<file path="src/design/sks_pkg.sv">
`timescale 1ns / 1ps
// ----------------------------------------------------------------------------
// sks_pkg
// Shared constants, types and the Salsa20 quarter-round helpers.
// ----------------------------------------------------------------------------
package sks_pkg;

	localparam int unsigned DefRounds   = 20;
	localparam int unsigned DefKeyBytes = 32;
	localparam int unsigned CfgIdxW     = 3;
	localparam int unsigned CfgDataW    = 64;
	localparam int unsigned QueueDepth  = 2;

	localparam logic [CfgIdxW-1:0] REG_KEY_0     = 3'd0;
	localparam logic [CfgIdxW-1:0] REG_KEY_1     = 3'd1;
	localparam logic [CfgIdxW-1:0] REG_KEY_2     = 3'd2;
	localparam logic [CfgIdxW-1:0] REG_KEY_3     = 3'd3;
	localparam logic [CfgIdxW-1:0] REG_NONCE_0   = 3'd4;
	localparam logic [CfgIdxW-1:0] REG_NONCE_1   = 3'd5;
	localparam logic [CfgIdxW-1:0] REG_NONCE_2   = 3'd6;
	localparam logic [CfgIdxW-1:0] REG_NONCE_LEN = 3'd7;

	localparam logic [31:0] SIGMA_0 = 32'h61707865;
	localparam logic [31:0] SIGMA_1 = 32'h3020646E;
	localparam logic [31:0] SIGMA_2 = 32'h79622D30;
	localparam logic [31:0] SIGMA_3 = 32'h6B206574;

	typedef logic [15:0][31:0] state_t;

	// Control between the top level and the core.
	typedef struct packed {
		logic start;   // compute a block
		logic hsalsa;  // derive subkey instead of keystream
	} core_req_t;

	typedef struct packed {
		logic busy;
		logic done;
	} core_stat_t;

	function automatic logic [31:0] rotl(input logic [31:0] v, input int unsigned n);
		rotl = (v << n) | (v >> (32 - n));
	endfunction

	function automatic state_t quarter(input state_t w, input int unsigned a,
		input int unsigned b, input int unsigned c, input int unsigned d);
		state_t r;
		r = w;
		r[b] = r[b] ^ rotl(r[a] + r[d], 7);
		r[c] = r[c] ^ rotl(r[b] + r[a], 9);
		r[d] = r[d] ^ rotl(r[c] + r[b], 13);
		r[a] = r[a] ^ rotl(r[d] + r[c], 18);
		return r;
	endfunction

	// One half-round: column round when odd is 0, row round otherwise.
	function automatic state_t half_round(input state_t w, input logic odd);
		state_t r;
		r = w;
		if (!odd) begin
			r = quarter(r, 0, 4, 8, 12);
			r = quarter(r, 5, 9, 13, 1);
			r = quarter(r, 10, 14, 2, 6);
			r = quarter(r, 15, 3, 7, 11);
		end else begin
			r = quarter(r, 0, 1, 2, 3);
			r = quarter(r, 5, 6, 7, 4);
			r = quarter(r, 10, 11, 8, 9);
			r = quarter(r, 15, 12, 13, 14);
		end
		return r;
	endfunction

endpackage

</file>
<file path="src/design/sks_front.sv">
`timescale 1ns / 1ps
// ----------------------------------------------------------------------------
// sks_front
// Input side: takes data bytes into a short queue.
// ----------------------------------------------------------------------------
module sks_front (
	input  logic       clk,
	input  logic       arst_n,
	input  logic       flush,
	input  logic       in_valid,
	output logic       in_ready,
	input  logic [7:0] in_data,
	output logic       q_valid,
	input  logic       q_pop,
	output logic [7:0] q_data
);
	localparam int unsigned D = sks_pkg::QueueDepth;
	localparam int unsigned PW = $clog2(D);

	logic [D-1:0][7:0] mem_q;
	logic [PW-1:0]     wp_q, rp_q;
	logic [PW:0]       cnt_q;
	logic              push;

	assign in_ready = (cnt_q != (PW+1)'(D));
	assign push     = in_valid && in_ready;
	assign q_valid  = (cnt_q != '0);
	assign q_data   = mem_q[rp_q];

	always_ff @(posedge clk or negedge arst_n) begin
		if (!arst_n) begin
			wp_q  <= '0;
			rp_q  <= '0;
			cnt_q <= '0;
		end else if (flush) begin
			wp_q  <= '0;
			rp_q  <= '0;
			cnt_q <= '0;
		end else begin
			if (push) wp_q <= wp_q + 1'b1;
			if (q_pop) rp_q <= rp_q + 1'b1;
			cnt_q <= cnt_q + (PW+1)'(push) - (PW+1)'(q_pop);
		end
	end

	always_ff @(posedge clk) begin
		if (push) mem_q[wp_q] <= in_data;
	end

endmodule

</file>
<file path="config.mk">
export PLATFORM = sky130hd
export DESIGN_NAME = sks_front
export DESIGN_NICKNAME = d
export VERILOG_FILES = /design/src/design/sks_pkg.sv /design/src/design/sks_front.sv
export SDC_FILE = /design/constraint.sdc
export NUM_CORES = 1
export LEC_CHECK = 0
export ABC_AREA = 0
export ABC_CLOCK_PERIOD_IN_PS = 4100
export BUFFER_PORTS_ARGS = -buffer_cell sky130_fd_sc_hd__buf_2
export CORE_ASPECT_RATIO = 0.9
export CORE_MARGIN = 8
export CORE_UTILIZATION = 40
export DETAILED_ROUTE_END_ITERATION = 10
export SYNTH_ARGS = -nofsm -noshare
export SYNTH_HDL_FRONTEND = slang
export SYNTH_SLANG_ARGS = --single-unit
</file>
<file path="constraint.sdc">
create_clock -name clk -period 4.1 [get_ports clk]
set_clock_uncertainty 0.2 [all_clocks]
set_input_delay 0.41 -clock clk [delete_from_list [all_inputs] [get_ports clk]]
set_output_delay 0.41 -clock clk [all_outputs]
set_load 0.03 [all_outputs]
</file>
==> run_results.csv, run 1 <==
group,metric,value,unit
cts,cts-resized-gates,0,
cts,clk_latency,0.28,ns
place,portBuffers,22,
worst_setup_path,critPathTopFamily,"flip-flops",
global_routing,grt_overflow,0,
layout,fin_util,51.6,%
synthesis,seq_area_frac_synth,71.1,%
global_routing,track_usage,7.70,%
sta,period_share,50.5,%
global_routing,grt_start_max_net_pins,12,
worst_setup_path,worst_ep_arrival_time,1.46,ns
layout,layout.cells.non_filler,98,
worst_setup_path,crit_end,"q_data[0]",
worst_setup_path,crit_start,"rp_q",
worst_setup_path,crit_cells,2,
global_routing,antenna_found_initial,0,
power,p_sw,139,uW
worst_setup_path,cp_max_fo,9,
synthesis,yosys_register_bits,20,
power,p_comb_share,25.3,%
worst_setup_path,timing.rr.start,"cnt_q[1]",
worst_setup_path,critPathMaxStageDelay,0.61,ns
synthesis,syn_inst,47,
worst_setup_path,worstPathCellList,"mux2_2, buf_2",
routing,vias_per_cell,4.62,
layout,seqCellArea,581,sq um
layout,final_cell_mix,"22 x buf_2, 16 x edfxtp_1, 8 x mux2_2",
cts,cts_sinks,20,
worst_setup_path,path_class,"flop to primary output",
sta,hold_viol,0,
synthesis,synth_cell_types,17,
sta,tightest_slew,0.678,ns
floorplanning,initial_core_util,42.7,%
worst_setup_path,r2r_end,"cnt_q[1]",
sta,finalSetupViolations,0,
cts,htreeDepth,1,
global_routing,grt_pass1_vias,478,
layout,drive_gt1_share,52.1,%
layout,layout_commonest_cell,"buf_2",
global_routing,met3_usage,3.03,%
floorplanning,rows,15,
power,peakVddDrop,0.000220,V
layout,fill_cells,179,
routing,drt-pass1-iter-count,4,
cts,tritoncts,"done",
worst_setup_path,slowest_stage,"dfrtp_1",
cts,post_cts_buffers,0,
sta,fin_tns_setup,0,ns
routing,vias,453,
sta,fin_crit,2.07,ns
routing,drt-initial-drc-count,4,
power,power.internal,332,uW
job,maxCapViolCount,0,
layout,fin_nets,89,
global_routing,top_usage_layer,"met2",
routing,routed_wl,1.34,mm
place,dpl.hpwl,1.05,mm
worst_setup_path,setup.worst_path.start_class,"flop",
cts,cts_root_buffer,"clkbuf_4",
synthesis,syn_avg_cell_area,17.4,sq um
routing,postRouteAntennaNets,0,
global_routing,grt_pass1_wl,2.20,mm
power,power_density,477,nW/um^2
global_routing,use_met2,12.9,%
routing,wl_per_cell,13.6,um
layout,antennaDiodeCount,0,
floorplanning,dieArea,3750,sq um
layout,multi_input_area,225,sq um
place,gp_congestion,0.642,
worst_setup_path,path_buf_inv,1,
sta,fmax,483,MHz
place,place_inst,93,
worst_setup_path,end_kind,"primary output",
cts,clkTransAtPathRegs,0.11,ns
global_routing,use_met1,8.41,%
cts,numCtsBuffers,3,
floorplanning,die_x,63.6,um
cts,max-clock-path-buffers,2,
power,swShare,29.5,%
worst_setup_path,rr_worst_depth,8,
power,totalPowerFinal,471,uW
floorplanning,die_h,58.9,um
status,outcome,"finished, final reports clean",
floorplanning,core,1910,sq um
synthesis,yosysWarnings,0,
power,seq_power_share,55.2,%
worst_setup_path,r2r_slack,2.33,ns
sta,relSlewSlack,54.6,%
synthesis,syn_area,817,sq um
worst_setup_path,worstPathRequired,3.49,ns
routing,drc,0,
worst_hold_path,hold_path_class,"input pin to flop",
layout,area_growth,20.8,%
floorplanning,ios,23,
synthesis,syn_nets,62,
sta,rsz0062_at_grt,"false",
power,leakage,0.411,nW
power,p_clk_share,19.4,%
sta,finalMaxSlewViolations,0,
-- what timing repair did --
item | in CTS | in global routing
endpoints found under the hold margin | 4 | 0
endpoints found under the setup margin | 0 | 0
hold buffers | 1 | 0
-- worst min path at each step --
stage	depth (start not counted)	end	startpoint	slack [ns]
final	1	mem_q[3]	in_data[3]	0.1
after global routing	1	mem_q[3]	in_data[3]	0.08
after CTS	1	mem_q[3]	in_data[3]	0.09
after detailed placement	1	cnt_q[1]	arst_n	0.02
after global placement	1	cnt_q[0]	arst_n	0.02
after floorplan	0	cnt_q[0]	arst_n	-0.09
-- Yosys cell counts, drive strengths merged --
cell type / n / area (sq um)
dfrtp: 4 / 100
xor2: 1 / 8.76
edfxtp: 16 / 480
mux2: 9 / 105
nor3: 1 / 5.00
or2: 1 / 6.26
buf: 1 / 7.51
nor2: 4 / 15.0
nand2b: 1 / 13.8
inv: 1 / 3.75
nand2: 1 / 11.3
xnor2: 1 / 8.76
ha: 2 / 25.0
and3: 1 / 7.51
and2: 1 / 6.26
nor2b: 2 / 12.5
-- cell type report --
cell class	instances	share of cell area, %
Tap cell	25	3.17
Inverter	1	0.380
Timing Repair Buffer	23	12.2
Clock buffer	4	2.66
Sequential cell	20	58.8
Multi-Input combinational cell	25	22.8
-- routing by layer --
layer / part of all wire (%) / up-vias
met2: 53 / 13
met3: 6.0 / 0
met4: 0 / 0
met5: 0 / -
met1: 41 / 219
li1: - / 221
-- power by group through the flow --
stage	clock (mW)	combinational (mW)	sequential (mW)
finish	0.0915	0.119	0.260
CTS	0.0956	0.122	0.260
detailed placement	0	0.121	0.264
floorplan	0	0.0932	0.258
global placement	0	0.121	0.263
global route	0.103	0.132	0.263
-- worst register-to-register path, delay by kind of cell, from the launching register on --
kind / cells / cell delay (ns)
xor+xnor: 1 / 0.15
simple gates: 4 / 0.43
buf+inv: 1 / 0.04
flops: 1 / 0.44
fa+ha+maj: 2 / 0.43
-- stage by stage --
step / worst slack, ns / hold WS [ns] / cell area, sq um
4_1_cts: 2.00 / 0.0884 / 987
2_1_floorplan: 2.34 / -0.0856 / 817
3_3_place_gp: 2.35 / 0.0210 / 951
5_1_grt: 1.95 / 0.0787 / 987
3_5_place_dp: 2.33 / 0.0216 / 951
6_report: 2.03 / 0.0988 / 987
-- sequential cells by signal (all words and copies together) (netlist names) --
name	cells
cnt_q	2
rp_q	1
mem_q	16
wp_q	1
-- kinds of logic after synthesis --
family	share of synthesized area (%)
muxes	12.9
DFF	71.1
xor gates and xnor gates	2.14
and+or+nand+nor	9.49
buffers and inverters	1.38
adders and majority gates	3.06
(Power assumes the default switching activity.)
==> run 2, diff against run 1 <==
--- a/config.mk
+++ b/config.mk
@@ -5,8 +5,8 @@
 export SDC_FILE = /design/constraint.sdc
 export NUM_CORES = 1
 export LEC_CHECK = 0
-export ABC_AREA = 0
-export ABC_CLOCK_PERIOD_IN_PS = 4100
+export ABC_AREA = 1
+export ABC_CLOCK_PERIOD_IN_PS = 2000
 export BUFFER_PORTS_ARGS = -buffer_cell sky130_fd_sc_hd__buf_2
 export CORE_ASPECT_RATIO = 0.9
 export CORE_MARGIN = 8
==> constraint.sdc (replaced) <==
create_clock -name clk -period 2 [get_ports clk]
set_clock_uncertainty 0.2 [all_clocks]
set_input_delay 0.2 -clock clk [delete_from_list [all_inputs] [get_ports clk]]
set_output_delay 0.2 -clock clk [all_outputs]
set_load 0.03 [all_outputs]
==> run 2 against run 1 <==
  * Global-route usage is 0.71 points higher
  * Utilization grew 7.5 points
  * Final cell count rose by 21%
  * Die area is 1.7% higher
  * Via count rose by 16%
  * Synthesized cell count rose by 17%
  * Critical path depth did not move
  * Highest routed layer is now met4
  * Sequential share of layout area fell by 8.5 points
  * Wire length grew 7.9%
  * Count of clock-buffer cells in the layout fell by 1
  * Non-clock buffer count is 13 higher
  * Flip-flop and latch count did not move
==> run_results.csv, run 2 <==
group,metric,value,unit
synthesis,synth_top_area_cell,"edfxtp_1",
power,leakage,0.518,nW
layout,fin_nets,110,
floorplanning,die_x,64.2,um
global_routing,grt_overflow,0,
cts,ctsHoldBuffers,12,
sta,period_share,95.5,%
floorplanning,initial_core_util,42.8,%
layout,antennaDiodeCount,0,
worst_setup_path,worst_ep_arrival_time,1.51,ns
status,outcome,"finished, final reports clean",
worst_setup_path,worstPathRequired,1.60,ns
floorplanning,die_h,59.4,um
sta,fin_tns_setup,0,ns
synthesis,synth_mux_area_share,14.4,%
routing,drt-initial-drc-count,7,
sta,finalSetupViolations,0,
place,pre_cts_ws,0.407,ns
layout,regMostFlops,"mem_q",
routing,drc,0,
sta,fin_crit,1.91,ns
global_routing,grt_pass1_vias,578,
cts,clk_latency,0.29,ns
synthesis,syn_avg_cell_area,15.2,sq um
layout,final_cell_mix,"22 x buf_2, 16 x edfxtp_1, 12 x dlygate4sd3_1",
synthesis,yosys.area_share.simple,6.89,%
global_routing,track_usage,8.42,%
routing,drt-pass1-iter-count,4,
worst_setup_path,path_buf_inv,1,
floorplanning,ios,23,
sta,hold_viol,0,
synthesis,syn_area,836,sq um
sta,rsz0062_at_grt,"false",
global_routing,antenna_found_initial,0,
synthesis,ys_top_cells_by_area,"edfxtp_1 57%, mux2_4 14%, dfrtp_1 12%",
global_routing,grt_start_max_net_pins,13,
floorplanning,dieArea,3810,sq um
cts,clkTransAtPathRegs,0.11,ns
worst_setup_path,path_class,"flop to primary output",
cts,cts-resized-gates,0,
place,gp_congestion,0.670,
job,maxCapViolCount,0,
worst_setup_path,worstPathCellList,"mux2_4, buf_2",
cts,cts_root_buffer,"clkbuf_4",
synthesis,syn_inst,55,
layout,layout_commonest_cell,"buf_2",
worst_setup_path,critPathTopFamily,"flip-flops",
routing,postRouteAntennaNets,0,
worst_setup_path,cp_max_fo,10,
synthesis,syn_nets,70,
layout,seqCellArea,581,sq um
synthesis,synth-compound-area-share,1.80,%
synthesis,seq_area_frac_synth,69.5,%
layout,largest_register_ff_count,16,
layout,reg_top3,"mem_q x16, cnt_q x2",
sta,tightest_slew,0.538,ns
cts,htreeDepth,1,
floorplanning,rows,15,
cts,cts_sinks,20,
synthesis,synth_edf_count,16,
synthesis,synth_top_family_by_area,"multiplexers",
routing,wl_per_cell,12.1,um
place,portBuffers,22,
sta,final.setup.worst_slack,0.0898,ns
synthesis,synth_top_cell_area_share,57.5,%
sta,fmax,523,MHz
place,place_inst,103,
synthesis,yosysMostFrequentCell,"edfxtp_1",
synthesis,synth_cell_types,12,
sta,relSlewSlack,64.2,%
layout,layout.cells.non_filler,119,
routing,vias,526,
cts,post_cts_buffers,0,
worst_hold_path,hold_path_class,"input pin to async pin",
synthesis,yosysWarnings,0,
cts,max-clock-path-buffers,2,
cts,numCtsBuffers,3,
worst_setup_path,end_kind,"primary output",
worst_setup_path,setup.worst_path.start_class,"flop",
synthesis,synth_commonest_cells,"16 x edfxtp_1, 8 x mux2_4, 7 x inv_1, 7 x nand2_1",
global_routing,grt_pass1_wl,2.40,mm
synthesis,synthArstFlopShare,20.0,%
layout,area_growth,38.0,%
synthesis,yosys_register_bits,20,
synthesis,synthAdderAreaFrac,2.99,%
layout,fill_cells,158,
layout,multi_input_area,218,sq um
layout,drive_gt1_share,38.3,%
power,peakVddDrop,0.000644,V
synthesis,synthXorXnorAreaFrac,0,%
sta,finalMaxSlewViolations,0,
synthesis,synth_ff_type,"edfxtp_1",
cts,tritoncts,"done",
routing,vias_per_cell,4.42,
routing,routed_wl,1.44,mm
worst_setup_path,slowest_stage,"dfrtp_1",
worst_setup_path,critPathMaxStageDelay,0.69,ns
power,power_density,934,nW/um^2
worst_setup_path,r2r_slack,0.38,ns
floorplanning,core,1950,sq um
-- run 2: cell types whose count changed in the layout (fill, tap and decap cells not counted), moves of 2 or more --
cell,delta
dlygate4sd3_1,+11
nand2_1,+7
nand3_1,+2
nor2b_1,-2
mux2_4,+7
buf_4,+2
inv_1,+6
mux2_2,-8
a21oi_1,+2
-- run 2: cell families after synthesis --
logic type	count (synthesis)
buffers and inverters	8
adder cells (fa/ha/maj)	2
AND/OR/NAND/NOR	14
multiplexers	8
flip-flops	20
AO/OA/AOI/OAI	3
-- run 2: per-layer routing --
metal	wire length, um	vias up	global-route usage (%)
met5	0	-	0
met4	12	0	2.80
met3	83	2	4.73
met2	764	12	15.3
met1	584	240	7.85
li1	-	272	-
-- run 2: worst paths after layout --
kind	startpoint	end	cells after the start
max	rp_q	q_data[5]	2
min	arst_n	cnt_q[0]	2
max in group asynchronous	arst_n	rp_q	2
min in group clk	wp_q	wp_q	2
min reg2reg	wp_q	wp_q	2
max reg2reg	cnt_q[0]	cnt_q[1]	9
-- run 2: cell type report --
class	instances	area share, %
sequential	20	50.3
timing repair buffer	36	21.3
multi-input combinational	27	18.9
tap	25	2.71
clock inverter	1	2.60
inverter	7	2.28
clock buffer	3	1.95
-- run 2: report_power, final --
part	leakage (nW)	internal (mW)	switching, mW
clock	0.0279	0.203	0.113
sequential	0.201	0.498	0.0220
combinational	0.289	0.102	0.139
total	0.518	0.803	0.274
-- run 2: per-stage QoR --
| step | total power, mW | hold slack [ns] | cell area (sq um) | utilization, % |
|---|---|---|---|---|
| 2_1_floorplan | 0.688 | -0.296 | 836 | - |
| 3_3_place_gp | 0.752 | -0.185 | 981 | 50.3 |
| 3_5_place_dp | 0.756 | -0.186 | 981 | 50.3 |
| 4_1_cts | 1.09 | 0.0119 | 1150 | 59.1 |
| 5_1_grt | 1.13 | 0.0273 | 1150 | 59.1 |
| 6_report | 1.08 | 0.0409 | 1150 | 59.1 |
-- run 2: worst reg2reg max path: stages (launching register included) --
cell     delay (ns)
dfrtp_1        0.40
inv_1          0.07
nand2_1        0.08
nand2_1        0.12
ha_1           0.24
inv_1          0.06
ha_1           0.16
nand3_1        0.08
nand2_1        0.06
nor2_1         0.03
==> run 3, diff against run 2 <==
--- a/config.mk
+++ b/config.mk
@@ -12,6 +12,8 @@
 export CORE_MARGIN = 8
 export CORE_UTILIZATION = 40
 export DETAILED_ROUTE_END_ITERATION = 10
+export GPL_ROUTABILITY_DRIVEN = 0
+export PLACE_DENSITY = 0.61
 export SYNTH_ARGS = -nofsm -noshare
 export SYNTH_HDL_FRONTEND = slang
 export SYNTH_SLANG_ARGS = --single-unit
==> run 3 against run 2 <==
  * Critical path depth did not move
  * Die area did not move
  * Count of clock-buffer cells in the layout did not move
  * Non-clock buffer count did not move
  * Largest cell class unchanged
  * Design area did not move
==> run_results.csv, run 3 (synthesis results as in run 2) <==
group,metric,value,unit
routing,drc,0,
global_routing,grt_pass1_wl,2.33,mm
power,peakVddDrop,0.000508,V
floorplanning,initial_core_util,42.8,%
cts,clk_latency,0.28,ns
sta,finalSetupViolations,0,
global_routing,track_usage,7.82,%
floorplanning,core,1950,sq um
sta,fin_crit,1.89,ns
sta,fin_tns_setup,0,ns
layout,largest_register_ff_count,16,
cts,max-clock-path-buffers,2,
worst_setup_path,timing.rr.start,"cnt_q[1]",
worst_setup_path,cp_max_fo,10,
sta,period_share,94.3,%
status,outcome,"finished, final reports clean",
global_routing,grt_pass1_vias,534,
power,power_density,935,nW/um^2
job,maxCapViolCount,0,
layout,fill_cells,163,
layout,area_growth,38.0,%
layout,layout_commonest_cell,"buf_2",
place,placed_cell_area,981,sq um
worst_setup_path,worst_ep_arrival_time,1.49,ns
worst_setup_path,end_kind,"primary output",
floorplanning,die_x,64.2,um
layout,regMostFlops,"mem_q",
sta,finalMaxSlewViolations,0,
layout,fin_area,1150,sq um
sta,fmax,530,MHz
cts,post_cts_buffers,0,
global_routing,grt_overflow,0,
cts,clkTransAtPathRegs,0.10,ns
floorplanning,dieArea,3810,sq um
cts,cts_root_buffer,"clkbuf_4",
routing,drt-initial-drc-count,13,
routing,drt-pass1-iter-count,3,
sta,holdWs,0.0418,ns
floorplanning,die_h,59.4,um
layout,antennaDiodeCount,0,
routing,wl_per_cell,11.7,um
sta,tightest_slew,0.517,ns
worst_setup_path,worstPathRequired,1.60,ns
layout,fin_nets,110,
layout,reg_top3,"mem_q x16, cnt_q x2",
cts,numCtsBuffers,3,
sta,hold_viol,0,
cts,cts_sinks,20,
worst_setup_path,crit_start,"rp_q",
global_routing,grt_start_max_net_pins,13,
place,dpl.hpwl,984,um
routing,vias_per_cell,4.33,
routing,routed_wl,1.40,mm
sta,final.setup.worst_slack,0.115,ns
place,portBuffers,22,
cts,tritoncts,"done",
place,pre_cts_ws,0.374,ns
sta,relSlewSlack,65.6,%
worst_hold_path,hold_path_class,"input pin to async pin",
layout,final_cell_mix,"22 x buf_2, 16 x edfxtp_1, 12 x dlygate4sd3_1",
floorplanning,rows,15,
cts,htreeDepth,1,
cts,cts-resized-gates,0,
layout,drive_gt1_share,38.3,%
sta,rsz0062_at_grt,"false",
routing,vias,515,
power,leakage,0.518,nW
floorplanning,ios,23,
global_routing,antenna_found_initial,0,
routing,postRouteAntennaNets,0,
worst_setup_path,setup.worst_path.start_class,"flop",
worst_setup_path,path_class,"flop to primary output",
-- run 3: layer usage --
layer / track usage (%) / vias to the layer above / routed length (um)
li1: - / 273 / -
met1: 8.08 / 230 / 584
met4: 2.80 / 0 / 9
met2: 13.7 / 10 / 710
met5: 0 / - / 0
met3: 3.59 / 2 / 95
-- run 3: power breakdown --
part           switching (mW)  total (mW)  internal, mW  leakage (nW)
registers              0.0214       0.519         0.498         0.201
clock network           0.116       0.318         0.202        0.0279
logic                   0.139       0.241         0.102         0.289
-- run 3: critical path, stage by stage, from the launching register on --
cell and delay, ns:
dfrtp_1 0.68, mux2_4 0.34, buf_2 0.18
-- run 3: path summary, 6_finish.rpt --
check | end | slack [ns] | cells after the start
worst max-delay path | q_data[6] | 0.11 | 2
worst min-delay path | cnt_q[0] | 0.04 | 2
worst max register to register | cnt_q[1] | 0.36 | 7
worst min register to register | wp_q | 0.36 | 2
max in group asynchronous | rp_q | 1.44 | 2
min in group clk | wp_q | 0.36 | 2
-- run 3: area by class of cell --
type	count	area (sq um)	share of cell area (%)
Multi-Input combinational cell	27	218	18.9
Sequential cell	20	581	50.3
Inverter	7	26.3	2.28
Clock inverter	1	30.0	2.60
Timing Repair Buffer	36	245	21.3
Clock buffer	3	22.5	1.95
Tap cell	25	31.3	2.71
-- run 3: repair_timing --
action,CTS,global route
hold buffers,12,0
setup endpoints to repair,0,0
endpoints found under the hold margin,24,0
-- run 3: metrics by stage --
| step | total power [mW] | util (%) | cells |
|---|---|---|---|
| floorplan | 0.688 | - | 55 |
| global placement | 0.753 | 50.3 | 103 |
| detailed placement | 0.756 | 50.3 | 103 |
| CTS | 1.09 | 59.1 | 119 |
| global route | 1.13 | 59.1 | 119 |
| finish | 1.08 | 59.1 | 119 |
